### src/rtl/odc_pkg.sv
// Shared types and constants for the nonzero coordinate emitter.
`timescale 1ns / 1ps

package odc_pkg;

  localparam int MAX_DIMS    = 4;
  localparam int EXTENT_BITS = 16;

  localparam int ELEM_W       = 64;
  localparam int MATCH_W      = 32;
  localparam int COORD_W      = 16;
  localparam int NUM_COORDS   = 4;
  localparam int ELEM_TYPE_W  = 4;
  localparam int DIMS_W       = 3;
  localparam int CFG_DATA_W   = EXTENT_BITS;
  localparam int CFG_IDX_W    = $clog2(2 + MAX_DIMS);

  // Register indexes of the configuration port
  localparam logic [CFG_IDX_W-1:0] REG_ELEM_TYPE   = CFG_IDX_W'(0);
  localparam logic [CFG_IDX_W-1:0] REG_DIMS_USED   = CFG_IDX_W'(1);
  localparam int                   REG_EXTENT_BASE = 2;

  typedef enum logic [ELEM_TYPE_W-1:0] {
    ET_BOOL = 4'd0,
    ET_I8   = 4'd1,
    ET_I16  = 4'd2,
    ET_I32  = 4'd3,
    ET_I64  = 4'd4,
    ET_U8   = 4'd5,
    ET_U16  = 4'd6,
    ET_U32  = 4'd7,
    ET_U64  = 4'd8,
    ET_F32  = 4'd9,
    ET_F64  = 4'd10,
    ET_C64  = 4'd11,
    ET_C128 = 4'd12
  } odc_elem_t;

  typedef struct packed {
    logic [ELEM_W-1:0] elem_lo;
    logic [ELEM_W-1:0] elem_hi;
  } odc_in_t;

  typedef struct packed {
    logic [MATCH_W-1:0] match_number;
    logic [COORD_W-1:0] coord_0;
    logic [COORD_W-1:0] coord_1;
    logic [COORD_W-1:0] coord_2;
    logic [COORD_W-1:0] coord_3;
    logic               final_element;
  } odc_out_t;

  // Carry and end-of-array flags passed from the inner cell to the outer one
  typedef struct packed {
    logic inc;
    logic all_end;
  } odc_link_t;

  typedef struct packed {
    logic used;
    logic step;
    logic clear;
    logic ext_we;
  } odc_cell_ctrl_t;

endpackage

### src/rtl/odc_truth.sv
// Truthiness test of one element according to its element type.
`timescale 1ns / 1ps

module odc_truth import odc_pkg::*; (
  input  logic [ELEM_TYPE_W-1:0] elem_type,
  input  logic [ELEM_W-1:0]      elem_lo,
  input  logic [ELEM_W-1:0]      elem_hi,
  output logic                   hit
);

  logic lo8_nz, lo16_nz, lo32_nz, lo64_nz;
  logic f32_lo_nz, f32_hi_nz, f64_lo_nz, f64_hi_nz;

  assign lo8_nz    = |elem_lo[7:0];
  assign lo16_nz   = |elem_lo[15:0];
  assign lo32_nz   = |elem_lo[31:0];
  assign lo64_nz   = |elem_lo;
  // sign bit ignored: minus zero is false, NaN is true
  assign f32_lo_nz = |elem_lo[30:0];
  assign f32_hi_nz = |elem_lo[62:32];
  assign f64_lo_nz = |elem_lo[62:0];
  assign f64_hi_nz = |elem_hi[62:0];

  always_comb begin
    unique case (odc_elem_t'(elem_type))
      ET_BOOL, ET_I8, ET_U8: hit = lo8_nz;
      ET_I16, ET_U16:        hit = lo16_nz;
      ET_I32, ET_U32:        hit = lo32_nz;
      ET_I64, ET_U64:        hit = lo64_nz;
      ET_F32:                hit = f32_lo_nz;
      ET_F64:                hit = f64_lo_nz;
      ET_C64:                hit = f32_lo_nz | f32_hi_nz;
      ET_C128:               hit = f64_lo_nz | f64_hi_nz;
      default:               hit = 1'b0;
    endcase
  end

endmodule

### src/rtl/odc_cell.sv
// One odometer digit: holds a dimension's extent and its current index.
`timescale 1ns / 1ps

module odc_cell import odc_pkg::*; (
  input  logic                   clk,
  input  logic                   rst_n,
  input  odc_cell_ctrl_t         ctrl,
  input  logic [EXTENT_BITS-1:0] wr_data,
  input  odc_link_t              link_in,
  output odc_link_t              link_out,
  output logic [EXTENT_BITS-1:0] pos
);

  logic [EXTENT_BITS-1:0] pos_r, pos_nxt;
  logic [EXTENT_BITS-1:0] ext_r, ext_nxt;
  logic [EXTENT_BITS-1:0] end_idx;
  logic                   at_end;

  // zero extent acts as one; an index past the end also ends the dimension
  assign end_idx = (ext_r == '0) ? '0 : ext_r - EXTENT_BITS'(1);
  assign at_end  = pos_r >= end_idx;
  assign pos     = pos_r;

  always_comb begin
    pos_nxt = pos_r;
    ext_nxt = ext_r;
    if (ctrl.ext_we) begin
      ext_nxt = wr_data;
    end
    if (ctrl.used) begin
      link_out.inc     = link_in.inc & at_end;
      link_out.all_end = link_in.all_end & at_end;
    end else begin
      link_out = link_in;
    end
    priority if (ctrl.clear) begin
      pos_nxt = '0;
    end else if (ctrl.step && ctrl.used && link_in.inc) begin
      pos_nxt = at_end ? '0 : pos_r + EXTENT_BITS'(1);
    end else begin
      pos_nxt = pos_r;
    end
  end

  always_ff @(posedge clk) begin
    if (!rst_n) begin
      pos_r <= '0;
      ext_r <= EXTENT_BITS'(1);
    end else begin
      pos_r <= pos_nxt;
      ext_r <= ext_nxt;
    end
  end

endmodule

### src/rtl/nonzero_coordinate_emitter_unit.sv
// Top level: odometer cell row, truth test, match counter and output register.
//
//  channel | ports                          | beat
//  --------+--------------------------------+-------------------------------------
//  in      | in_valid, in_stall, in_data    | one array element, row-major order
//  out     | out_valid, out_stall, out_data | coordinates of one true element
//  cfg     | cfg_we, cfg_index, cfg_data    | one register write
//
// One element per cycle while in_stall is low; the odometer carry ripples through
// the cell row and truth test in the same cycle; results appear in the next cycle.
// in_stall rises only while the output register holds a beat that is stalled.
// Reset (synchronous, rst_n low) clears the indices and the match count and loads
// element_type 0, dims_used 1 and all extents 1.
`timescale 1ns / 1ps

module nonzero_coordinate_emitter_unit import odc_pkg::*; (
  input  logic                  clk,
  input  logic                  rst_n,
  input  logic                  in_valid,
  output logic                  in_stall,
  input  odc_in_t               in_data,
  output logic                  out_valid,
  input  logic                  out_stall,
  output odc_out_t              out_data,
  input  logic                  cfg_we,
  input  logic [CFG_IDX_W-1:0]  cfg_index,
  input  logic [CFG_DATA_W-1:0] cfg_data
);

  logic [ELEM_TYPE_W-1:0] elem_type_r, elem_type_nxt;
  logic [DIMS_W-1:0]      dims_used_r, dims_used_nxt;
  logic [MATCH_W-1:0]     matches_r, matches_nxt;
  logic                   out_valid_r, out_valid_nxt;
  odc_out_t               out_data_r, out_data_nxt;

  logic                   accept;
  logic                   hit;
  logic                   last;
  odc_link_t              link [MAX_DIMS+1];
  odc_cell_ctrl_t         cell_ctrl [MAX_DIMS];
  logic [EXTENT_BITS-1:0] pos [MAX_DIMS];
  logic [COORD_W-1:0]     coord [NUM_COORDS];

  assign in_stall  = out_valid_r & out_stall;
  assign accept    = in_valid & ~in_stall;
  assign out_valid = out_valid_r;
  assign out_data  = out_data_r;

  odc_truth u_truth (
    .elem_type (elem_type_r),
    .elem_lo   (in_data.elem_lo),
    .elem_hi   (in_data.elem_hi),
    .hit       (hit)
  );

  // innermost cell always sees a carry; unused cells pass the chain through
  assign link[MAX_DIMS] = '{inc: 1'b1, all_end: 1'b1};
  assign last           = link[0].all_end;

  for (genvar d = 0; d < MAX_DIMS; d++) begin : g_cell
    assign cell_ctrl[d] = '{
      used:   (32'(dims_used_r) > 32'(d)),
      step:   accept & ~last,
      clear:  accept & last,
      ext_we: cfg_we & (cfg_index == CFG_IDX_W'(REG_EXTENT_BASE + d))
    };

    odc_cell u_cell (
      .clk      (clk),
      .rst_n    (rst_n),
      .ctrl     (cell_ctrl[d]),
      .wr_data  (cfg_data),
      .link_in  (link[d+1]),
      .link_out (link[d]),
      .pos      (pos[d])
    );
  end

  for (genvar c = 0; c < NUM_COORDS; c++) begin : g_coord
    if (c < MAX_DIMS) begin : g_live
      logic [COORD_W+EXTENT_BITS-1:0] pos_wide;
      assign pos_wide = {{COORD_W{1'b0}}, pos[c]};
      assign coord[c] = cell_ctrl[c].used ? pos_wide[COORD_W-1:0] : '0;
    end else begin : g_dead
      assign coord[c] = '0;
    end
  end

  always_comb begin
    elem_type_nxt = elem_type_r;
    dims_used_nxt = dims_used_r;
    if (cfg_we && cfg_index == REG_ELEM_TYPE) begin
      elem_type_nxt = cfg_data[ELEM_TYPE_W-1:0];
    end
    if (cfg_we && cfg_index == REG_DIMS_USED) begin
      dims_used_nxt = cfg_data[DIMS_W-1:0];
    end
  end

  always_comb begin
    matches_nxt = matches_r;
    if (accept) begin
      priority if (last) begin
        matches_nxt = '0;
      end else if (hit && matches_r != '1) begin
        matches_nxt = matches_r + MATCH_W'(1);
      end else begin
        matches_nxt = matches_r;
      end
    end
  end

  always_comb begin
    out_valid_nxt = out_valid_r;
    out_data_nxt  = out_data_r;
    if (!out_stall) begin
      out_valid_nxt = 1'b0;
    end
    // load a result beat for a true element
    if (accept && hit) begin
      out_valid_nxt              = 1'b1;
      out_data_nxt.match_number  = matches_r;
      out_data_nxt.coord_0       = coord[0];
      out_data_nxt.coord_1       = coord[1];
      out_data_nxt.coord_2       = coord[2];
      out_data_nxt.coord_3       = coord[3];
      out_data_nxt.final_element = last;
    end
  end

  always_ff @(posedge clk) begin
    if (!rst_n) begin
      elem_type_r <= '0;
      dims_used_r <= DIMS_W'(1);
      matches_r   <= '0;
      out_valid_r <= 1'b0;
    end else begin
      elem_type_r <= elem_type_nxt;
      dims_used_r <= dims_used_nxt;
      matches_r   <= matches_nxt;
      out_valid_r <= out_valid_nxt;
    end
  end

  always_ff @(posedge clk) begin
    out_data_r <= out_data_nxt;
  end

  a_last_clears: assert property (@(posedge clk) disable iff (!rst_n)
    accept && last |=> matches_r == '0 && pos[0] == '0)
    else $error("counters not cleared after final element");

  a_hit_loads: assert property (@(posedge clk) disable iff (!rst_n)
    accept && hit |=> out_valid_r && out_data_r.match_number == $past(matches_r))
    else $error("true element produced no result beat");

  a_count_monotone: assert property (@(posedge clk) disable iff (!rst_n)
    accept && !last |=> matches_r >= $past(matches_r))
    else $error("match count went backwards within an array");

  a_stall_only_full: assert property (@(posedge clk) disable iff (!rst_n)
    in_stall |-> out_valid_r && out_stall)
    else $error("input stalled with free output register");

endmodule

### config.mk
export PLATFORM = sky130hd
export DESIGN_NAME = nonzero_coordinate_emitter_unit
export DESIGN_NICKNAME = d
export VERILOG_FILES = /design/src/rtl/odc_pkg.sv /design/src/rtl/odc_truth.sv /design/src/rtl/odc_cell.sv /design/src/rtl/nonzero_coordinate_emitter_unit.sv
export SDC_FILE = /design/constraint.sdc
export NUM_CORES = 1
export LEC_CHECK = 0
export BUFFER_PORTS_ARGS = -buffer_cell sky130_fd_sc_hd__buf_2
export CAP_MARGIN = 20
export CORE_MARGIN = 2
export CORE_UTILIZATION = 60
export DETAILED_ROUTE_END_ITERATION = 16
export PLACE_DENSITY = 0.88
export SETUP_SLACK_MARGIN = 0.1
export SLEW_MARGIN = 40
export SYNTH_ARGS = -nofsm -noshare
export SYNTH_HDL_FRONTEND = slang
export SYNTH_SLANG_ARGS = --single-unit
### constraint.sdc
create_clock -name clk -period 15.5 [get_ports clk]
set_input_delay 0.775 -clock clk [delete_from_list [all_inputs] [get_ports clk]]
set_output_delay 0.775 -clock clk [all_outputs]
set_load 0.1 [all_outputs]
== Word level (Yosys, flattened, before mapping) ==
Cells that the tools add are included.

* Memories: 0
* Logic and storage cells: 121
* Bits in read-only memories: 0
* Memory bits (writable): 0
* Register bits after elaboration: 265
* Input port bits: 152
* Bits in latches: 0

* Muxes and demuxes: 17
* Equality and inequality tests: 19
* Order comparisons: 8
* $mul: 0
* Add/subtract/negate cells: 9
* Bitwise logic cells: 18
* Div/mod/pow operators: 0
* Reduce and logical (&&, ||, !) cells: 32
* Shifts and indexed selects: 0

{| class="wikitable"
|+ Operators by type and width
! cell !! count
|-
| two-way mux 16 bit || 8
|-
| OR reduction 63 bit || 2
|-
| adder 16 x 1 -> 16 bit (second input constant) || 4
|-
| greater-or-equal comparator 16 bit || 4
|-
| zero test 16 bit || 4
|-
| two-way mux 32 bit || 2
|-
| OR reduction 64 bit || 1
|-
| subtractor 16 x 1 -> 16 bit (second input constant) || 4
|-
| OR reduction 31 bit || 2
|-
| adder 32 x 1 -> 32 bit (second input constant) || 1
|-
| != test 32 bit (second input constant) || 1
|-
| OR reduction 32 bit || 1
|-
| == test 4 bit (second input constant) || 5
|-
| == test 4 x 3 -> 1 bit (second input constant) || 4
|-
| OR reduction 16 bit || 1
|-
| bitwise AND 1 bit || 13
|-
| logical AND 1 bit || 11
|-
| == test 4 x 2 -> 1 bit (second input constant) || 2
|-
| one-hot mux 1 bit (8 select lines) || 1
|-
| OR reduction 2 bit || 4
|-
| OR reduction 8 bit || 1
|-
| == test 3 x 2 -> 1 bit (second input constant) || 2
|-
| == test 3 bit (second input constant) || 2
|-
| greater-than comparator 3 x 1 -> 1 bit (second input constant) || 2
|-
| 13 further kinds || 21
|}

== Longest topological paths before layout ==
Gate-level depths: netlist of run 1.

* Word-level depth: 14
* Mapped depth: 21

== Modules after synthesis ==
Synthesis of run 1 repeated with hierarchy kept, for this count alone.

* Cell total of the unflattened synthesis: 1,429
* Area total of the unflattened synthesis: 14,142.3 µm²

{| class="wikitable"
|+ Modules (own cells, without submodules)
! module !! area each (µm²) !! instances !! sequential area each (µm²) !! cells an instance
|-
| nonzero_coordinate_emitter_unit || 5,457.7 || 1 || 3,713.6 || 428
|-
| odc_cell (g_cell[2].u_cell ...) || 2,094.5 || 2 || 640.6 || 234
|-
| odc_cell (g_cell[0].u_cell) || 2,052.0 || 1 || 640.6 || 234
|-
| odc_cell (g_cell[1].u_cell) || 2,044.5 || 1 || 640.6 || 235
|-
| odc_truth || 399.1 || 1 || 0.0 || 64
|}

== Least setup slack after synthesis of run 1 ==
OpenSTA, ideal clock, no wires.

* Kind: input port to flip-flop
* Start point: input in_data[127] in the netlist's numbering
* End point: register out_data_r (netlist bit out_data[0]), enable pin
* Arrival time: 5.350 ns
* Slack: 9.595 ns
* Stages: 6
* Setup time: 0.555 ns
* Path through: o21bai_1 a22oi_1 o21ai_0 nand3_1 o211ai_1 nor2_1

* Word-level cells in the longest chain between the ends: 3

{| class="wikitable"
|+ RTL lines
! what !! line !! source
|-
| from (decl) || nonzero_coordinate_emitter_unit.sv:21 || <nowiki>input odc_in_t in_data,</nowiki>
|-
| OR reduction 64 bit || odc_truth.sv:17 || <nowiki>assign lo64_nz = |elem_lo;</nowiki>
|-
| one-hot mux 1 bit (8 select lines) || odc_truth.sv:25 || <nowiki>unique case (odc_elem_t'(elem_type))</nowiki>
|-
| logical AND 1 bit || nonzero_coordinate_emitter_unit.sv:120 || <nowiki>if (accept && hit) begin</nowiki>
|-
| to (signal assigned) || nonzero_coordinate_emitter_unit.sv:146 || <nowiki>out_data_r <= out_data_nxt;</nowiki>
|-
| to (decl) || nonzero_coordinate_emitter_unit.sv:34 || <nowiki>odc_out_t out_data_r, out_data_nxt;</nowiki>
|}

No other way between the ends.
A chain may end at the register's enable or synchronous reset.

== Worst setup path in the final report of run 1 ==
* Start point: register g_cell[3].u_cell.ext_r[6]
* End point: register g_cell[3].u_cell.pos_r[12]

* Word-level cells in the longest chain between the ends: 13
* Elaborated cells on any way between the ends: 17
* Classes of those cells: 1 x add/sub; 1 x order compare; 6 x mux; 6 x bitwise; 3 x reduce/logical

{| class="wikitable"
|+ RTL lines
! what !! line !! source
|-
| from (decl) || odc_cell.sv:15 || <nowiki>logic [EXTENT_BITS-1:0] ext_r, ext_nxt;</nowiki>
|-
| from (signal assigned) || odc_cell.sv:51 || <nowiki>ext_r <= ext_nxt;</nowiki>
|-
| subtractor 16 x 1 -> 16 bit or zero test 16 bit (tied branches) || odc_cell.sv:20 || <nowiki>assign end_idx = (ext_r == '0) ? '0 : ext_r - EXTENT_BITS'(1);</nowiki>
|-
| two-way mux 16 bit (*) || odc_cell.sv:20 ||
|-
| greater-or-equal comparator 16 bit (*) || odc_cell.sv:21 || <nowiki>assign at_end = pos_r >= end_idx;</nowiki>
|-
| two-way mux 2 bit || odc_cell.sv:30 || <nowiki>if (ctrl.used) begin</nowiki>
|-
| bitwise AND 1 bit || odc_cell.sv:32 || <nowiki>link_out.all_end = link_in.all_end & at_end;</nowiki>
|-
| two-way mux 2 bit || odc_cell.sv:30 ||
|-
| bitwise AND 1 bit || odc_cell.sv:32 ||
|-
| two-way mux 2 bit || odc_cell.sv:30 ||
|-
| bitwise AND 1 bit || odc_cell.sv:32 ||
|-
| two-way mux 1 bit || odc_cell.sv:30 ||
|-
| inverter 1 bit || nonzero_coordinate_emitter_unit.sv:63 || <nowiki>step: accept & ~last,</nowiki>
|-
| bitwise AND 1 bit || nonzero_coordinate_emitter_unit.sv:63 ||
|-
| logical AND 1 bit || odc_cell.sv:38 || <nowiki>end else if (ctrl.step && ctrl.used && link_in.inc) begin</nowiki>
|-
| to (signal assigned) || odc_cell.sv:50 || <nowiki>pos_r <= pos_nxt;</nowiki>
|-
| to (decl) || odc_cell.sv:14 || <nowiki>logic [EXTENT_BITS-1:0] pos_r, pos_nxt;</nowiki>
|}

Mark *: on every way between the ends. The rest lies on a longest branch, timed or not.

==> results.sh, run 1 <==
export IMPL_criticalPathCategory="flop to flop"
export IMPL_fin_tns_setup_ps=0
export IMPL_avgSynthCellArea_um2=9.19
export IMPL_grt_max_degree=84
export IMPL_met2_usage=0.514
export IMPL_ys_types=70
export IMPL_synth_top_area_share=0.246
export IMPL_finalCritPeriodShare=0.371
export IMPL_end_kind="flop"
export IMPL_cts_tree="yes"
export IMPL_drcViolationCount=0
export IMPL_post_cts_setup_buffer_count=0
export IMPL_drt_pass1_iter_count=5
export IMPL_peakVddDrop_uv=68.9
export IMPL_cts_reportedPaths_clkPinSlew_ps=60
export IMPL_grt_busiest_layer="met2"
export IMPL_skew_ps=16.0
export IMPL_synthTopCellsByCount="255 x nand2_1, 168 x dfxtp_1, 125 x nor2_1, 97 x edfxtp_1, 75 x ha_1"
export IMPL_vias=12000
export IMPL_met1_usage=0.323
export IMPL_worst_pin_slew_ps=863
export IMPL_whs_ps=474
export IMPL_cts_resized=0
export IMPL_period_minus_slack_ps=5750
export IMPL_ys_warn_count=0
export IMPL_cts_buffers=27
export IMPL_async_flop_share=0
export IMPL_cp_start_kind="flop"
export IMPL_grt_overflow=0
export IMPL_die_w_um=155
export IMPL_finalMaxSlewViolations=0
export IMPL_grt_pass1_vias=11500
export IMPL_arrival_ps=6210
export IMPL_status="completed"
export IMPL_cts_root_buffer="clkbuf_16"
export IMPL_cp_max_fo=16
export IMPL_worstPathRequired_ps=15950
export IMPL_hold_class="flop to flop"
export IMPL_port_buffers=249
export IMPL_ys_flop_type="dfxtp_1"
export IMPL_stdcell_count=2032
export IMPL_area_growth_pct=17.7
export IMPL_clock_path_buffers=3
export IMPL_start_util=0.608
export IMPL_synth_top_area_cell="dfxtp_1"
export IMPL_grt_pass1_wl_mm=54.2
export IMPL_total_power_mw=1.68
export IMPL_drive_gt1_frac=0.183
export IMPL_grtUsageTotal=0.275
export IMPL_fill_cells=1615
export IMPL_ys_ff_latch=265
export IMPL_fmax_mhz=174
export IMPL_routed_via_density=5.92
export IMPL_die_h_um=155
export IMPL_hold_violations=0
export IMPL_finalSetupViolations=0
export IMPL_yosys_top_cells_area="dfxtp_1 25%, edfxtp_1 21%, nand2_1 7.0%, ha_1 6.9%, nor2_1 3.4%"
export IMPL_seq_area_frac_synth=0.459
export IMPL_maxCapViolCount=0
export IMPL_grt_use_met3=0.0379
export IMPL_synthCells=1489
export IMPL_synth_area_mm2=0.0137
export IMPL_h_tree_depth=1
export IMPL_cts_hold_buf=0
export IMPL_design_core_area_mm2=0.0225
export IMPL_antenna_found_initial=1
export IMPL_power_leakage_nw=6.39
export IMPL_syn_num_nets=1716
export IMPL_drtIter0Drc=810
export IMPL_hpwl_mm=25.3
export IMPL_synth_edf_count=97
export IMPL_dieArea_mm2=0.0240
export IMPL_io_pins=251
export IMPL_rsz0062_at_grt="no"
export IMPL_clk_latency_ps=540
export IMPL_cts_sinks=265
export IMPL_antenna_left=0
export IMPL_relSlewSlack=0.422
export IMPL_nets=1953
export IMPL_rows=55
export IMPL_gp_congestion=0.966
export IMPL_synthMostInstantiatedCell="nand2_1"
export IMPL_drt_wl_total_mm=34.3
export IMPL_dp_cells=1981
export IMPL_post_drt_wl_per_cell_um=16.9
export IMPL_p_per_area_mw_per_mm2=104
[layout make-up]
type                       count  area [um2]  area share
sequential                   265        6280       0.389
timing repair buffer         260        1360      0.0845
tap                          285         357      0.0221
multi-input combinational   1146        7130       0.443
inverter                      26        97.6     0.00606
clock buffer                  32         704      0.0437
clock inverter                17         183      0.0113
antenna                        1        2.50    0.000155
[sequential cells by signal, indices dropped and copies added (netlist names)]
name                 flops
matches_r               32
dims_used_r              3
elem_type_r              4
out_valid                1
g_cell.u_cell.pos       64
g_cell.u_cell.ext_r     64
out_data                97
[power by group]
group / switching, mW / internal, mW / total, mW
clock network: 0.264 / 0.389 / 0.653
logic: 0.213 / 0.0649 / 0.278
registers: 0.0113 / 0.741 / 0.753
[worst paths after layout]
kind                                                start                        to  slack (ps)  cells past startpoint
worst min register to register              matches_r[27]              out_data[92]         470                      0
worst max-delay path            g_cell[3].u_cell.ext_r[6]  g_cell[3].u_cell.pos[12]        9750                     17
worst min-delay path                        matches_r[27]              out_data[92]         470                      0
worst max register to register  g_cell[3].u_cell.ext_r[6]  g_cell[3].u_cell.pos[12]        9750                     17
[routing by layer]
layer	wire length (um)	vias up	part of all wire
li1	-	5771	-
met1	13100	5634	0.38
met2	17500	544	0.51
met3	2730	78	0.080
met4	939	0	0.027
met5	0	-	0
[cell usage in the layout (no fill, tap or decap), drive strengths merged, types with 7 or more instances in the layout]
master	netlist	layout
a21boi	61	61
a21o	9	9
a21oi	51	51
and2	27	27
and3	22	22
buf	10	260
clkbuf	42	32
clkinv	0	10
dfxtp	168	168
edfxtp	97	97
ha	75	75
inv	26	26
mux2i	11	11
nand2	256	256
nand2b	10	10
nand3	49	49
nand4	25	25
nor2	126	126
nor2b	51	51
nor3	50	50
nor4	54	54
o2111ai	7	7
o211ai	9	9
o21a	12	12
o21ai	43	43
o31ai	9	9
or3	24	24
or4	12	12
xnor2	53	53
xor2	49	49
[worst max-delay path, stage by stage, from the launching register on]
cell      delay (ps)
dfxtp_1          370
or4_1            610
nor4_1           360
nand2b_1         130
nor2_1           160
nand4b_1         460
o21ai_0          300
ha_1             290
a211o_1          290
a21oi_1          140
o31ai_1           90
a21o_1           270
a22oi_2          440
o41ai_4          130
buf_4            210
nor2b_1          680
nand2_1          530
nor2_1           230
[cell families (layout without fill, tap and decap cells)]
kind of cell | Yosys count | count (layout) | synth area share
other | 0 | 1 | 0
muxes | 12 | 12 | 0.00887
buffers and inverters | 78 | 335 | 0.0227
AOI/OAI and AO/OA | 232 | 232 | 0.117
adders and majority gates | 75 | 75 | 0.0686
and+or+nand+nor | 725 | 725 | 0.259
xor gates and xnor gates | 102 | 102 | 0.0653
DFF | 265 | 265 | 0.459
[stage by stage]
stage               worst slack [ps]  area [um2]  utilization
detailed placement              9850       15200        0.676
CTS                             9810       16100        0.715
global placement                9950       15200        0.674
floorplan                       9600       13700            -
global route                    9350       16100        0.716
finish                          9750       16100        0.716
Note: power is estimated with default switching activity, not from simulation.
==> run 2, diff against run 1 <==
--- a/config.mk
+++ b/config.mk
@@ -8,9 +8,9 @@
 export BUFFER_PORTS_ARGS = -buffer_cell sky130_fd_sc_hd__buf_2
 export CAP_MARGIN = 20
 export CORE_MARGIN = 2
-export CORE_UTILIZATION = 60
+export CORE_UTILIZATION = 51
 export DETAILED_ROUTE_END_ITERATION = 16
-export PLACE_DENSITY = 0.88
+export PLACE_DENSITY = 0.8
 export SETUP_SLACK_MARGIN = 0.1
 export SLEW_MARGIN = 40
 export SYNTH_ARGS = -nofsm -noshare
==> constraint.sdc (replaced) <==
create_clock -name clk -period 4.9 [get_ports clk]
set_input_delay 0.245 -clock clk [delete_from_list [all_inputs] [get_ports clk]]
set_output_delay 0.245 -clock clk [all_outputs]
set_load 0.1 [all_outputs]
==> run 2 against run 1 <==
Clock power rose to 3.2 times the previous value. Global-route usage down 3.7 points. First-iteration DRC count down 0.86%. Worst setup slack worse by 9400 ps. Utilization down 9.1 points. Fmax up 26%. Die area up 17%. Via count down 2.8%. Clock skew up 0.77 ps. Combinational power rose to 3.3 times the previous value. Sequential share of layout area down 0.62 points. Highest routed layer unchanged.
==> results.sh, run 2 (synthesis results as in run 1) <==
export IMPL_final_common_cell="nand2_1"
export IMPL_finalCritPeriodShare=0.935
export IMPL_worst_pin_slew_ps=795
export IMPL_criticalPathCategory="flop to flop"
export IMPL_finalMaxSlewViolations=0
export IMPL_cts_hold_buf=0
export IMPL_design_core_area_mm2=0.0262
export IMPL_h_tree_depth=1
export IMPL_multi_input_area_mm2=0.00716
export IMPL_antenna_left=0
export IMPL_total_power_mw=5.41
export IMPL_met3_length_mm=1.97
export IMPL_power_leakage_nw=6.51
export IMPL_drt_wl_total_mm=34.4
export IMPL_route_met2_wl_mm=17.4
export IMPL_fill_cells=2159
export IMPL_antenna_found_initial=0
export IMPL_drtIter0Drc=803
export IMPL_top_layer="met4"
export IMPL_crit_family="simple AND/OR/NAND/NOR gates"
export IMPL_grt_pass1_vias=11200
export IMPL_port_buffers=249
export IMPL_peakVddDrop_uv=208
export IMPL_n_antenna_cell=0
export IMPL_hold_class="input port to flop"
export IMPL_clk_latency_ps=530
export IMPL_crit_path_max_incr_delay_ps=570
export IMPL_cp_start_kind="flop"
export IMPL_fmax_mhz=218
export IMPL_p_per_area_mw_per_mm2=331
export IMPL_hpwl_mm=25.9
export IMPL_maxCapViolCount=0
export IMPL_reg2reg_setup_slack_ps=320
export IMPL_drt_pass1_iter_count=7
export IMPL_start_util=0.522
export IMPL_end_kind="flop"
export IMPL_register_area_mm2=0.00628
export IMPL_io_pins=251
export IMPL_drcViolationCount=0
export IMPL_largest_reg_flops=97
export IMPL_routed_via_density=5.58
export IMPL_rows=59
export IMPL_gp_congestion=0.933
export IMPL_cp_max_fo=23
export IMPL_die_w_um=168
export IMPL_fin_tns_setup_ps=0
export IMPL_hold_violations=0
export IMPL_finalSetupViolations=0
export IMPL_cts_reportedPaths_clkPinSlew_ps=60
export IMPL_period_minus_slack_ps=4580
export IMPL_whs_ps=36.5
export IMPL_grt_pass1_wl_mm=54.9
export IMPL_arrival_ps=5020
export IMPL_rsz0062_at_grt="yes"
export IMPL_worstPathRequired_ps=5340
export IMPL_grt_overflow=0
export IMPL_crit_buf_inv=1
export IMPL_cts_sinks=265
export IMPL_grtUsageTotal=0.238
export IMPL_vias=11700
export IMPL_cts_buffers=26
export IMPL_dieArea_mm2=0.0282
export IMPL_crit_chain="or4_4 > or4_1 > or3_1 > nor3_2 > nand2_1 > mux2_2 > ha_1 > a211o_1 > a211oi_2 > o31ai_2 > nand3_1 > o41ai_4 > nor2_4 > buf_4 > o21ai_0 > a21oi_1"
export IMPL_status="completed"
export IMPL_area_growth_pct=19.6
export IMPL_die_h_um=168
export IMPL_drive_gt1_frac=0.194
export IMPL_drt_met1_wl_mm=14.5
export IMPL_skew_ps=16.7
export IMPL_post_drt_wl_per_cell_um=16.4
export IMPL_clock_path_buffers=3
export IMPL_crit_slowest_cell="or4_4"
export IMPL_cts_root_buffer="clkbuf_16"
export IMPL_grt_max_degree=84
export IMPL_cts_tree="yes"
export IMPL_nets=1968
export IMPL_relSlewSlack=0.467
export IMPL_layout_common_cells="254 x nand2_1, 249 x buf_2, 168 x dfxtp_1"
## run 2: changes by cell type in the layout (fill, tap and decap cells not counted), sizes merged
cell and change:
buf +16, clkinv -3, clkbuf +2, clkinvlp -2, inv +2, diode -1
## run 2: metrics by stage
step	setup WS [ps]	cell area [um2]	cells	utilization
final	320	16400	2096	0.625
after global routing	96.3	16400	2096	0.625
after CTS	125	16300	2094	0.623
after detailed placement	107	15400	2046	0.588
after global placement	206	15300	2044	0.586
after floorplan	491	13700	1489	-
## run 2: report_power, final
part | leakage [nW] | switching [mW] | internal [mW]
Combinational | 3.75 | 0.685 | 0.240
Sequential | 2.32 | 0.0379 | 2.34
Clock | 0.438 | 0.849 | 1.26
## run 2: final cells by class
| cell class | instances | area share |
|---|---|---|
| repair buffers | 276 | 0.0927 |
| inverters | 26 | 0.00596 |
| clock inverters | 14 | 0.0110 |
| well taps | 335 | 0.0256 |
| flip-flops and latches | 265 | 0.383 |
| multi-input cells | 1146 | 0.437 |
| clock buffers | 34 | 0.0442 |
## run 2: worst min-delay path, stage by stage
cell and delay, ps:
buf_2 140, nand2_1 60, a21boi_0 60
## run 2: metal layers
metal  vias up  track usage
li1       5804            -
met1      5443        0.292
met2       394        0.448
met3        48       0.0268
met4         0       0.0548
met5         -            0
## run 2: worst paths after layout
kind / startpoint / end / cells after the start
worst max-delay path: g_cell[0].u_cell.ext_r[5] / matches_r[4] / 16
worst min-delay path: cfg_data[4] / g_cell[2].u_cell.ext_r[4] / 3
worst max register to register: g_cell[0].u_cell.ext_r[5] / matches_r[4] / 16
worst min register to register: g_cell[3].u_cell.ext_r[5] / g_cell[3].u_cell.ext_r[5] / 2
## run 2: timing repair
| action | 4_1_cts | 5_1_grt |
|---|---|---|
| pin swaps | 0 | 4 |
| endpoints found under the setup margin | 4 | 83 |
| setup buffers | 0 | 2 |
| gates resized for setup | 1 | 7 |
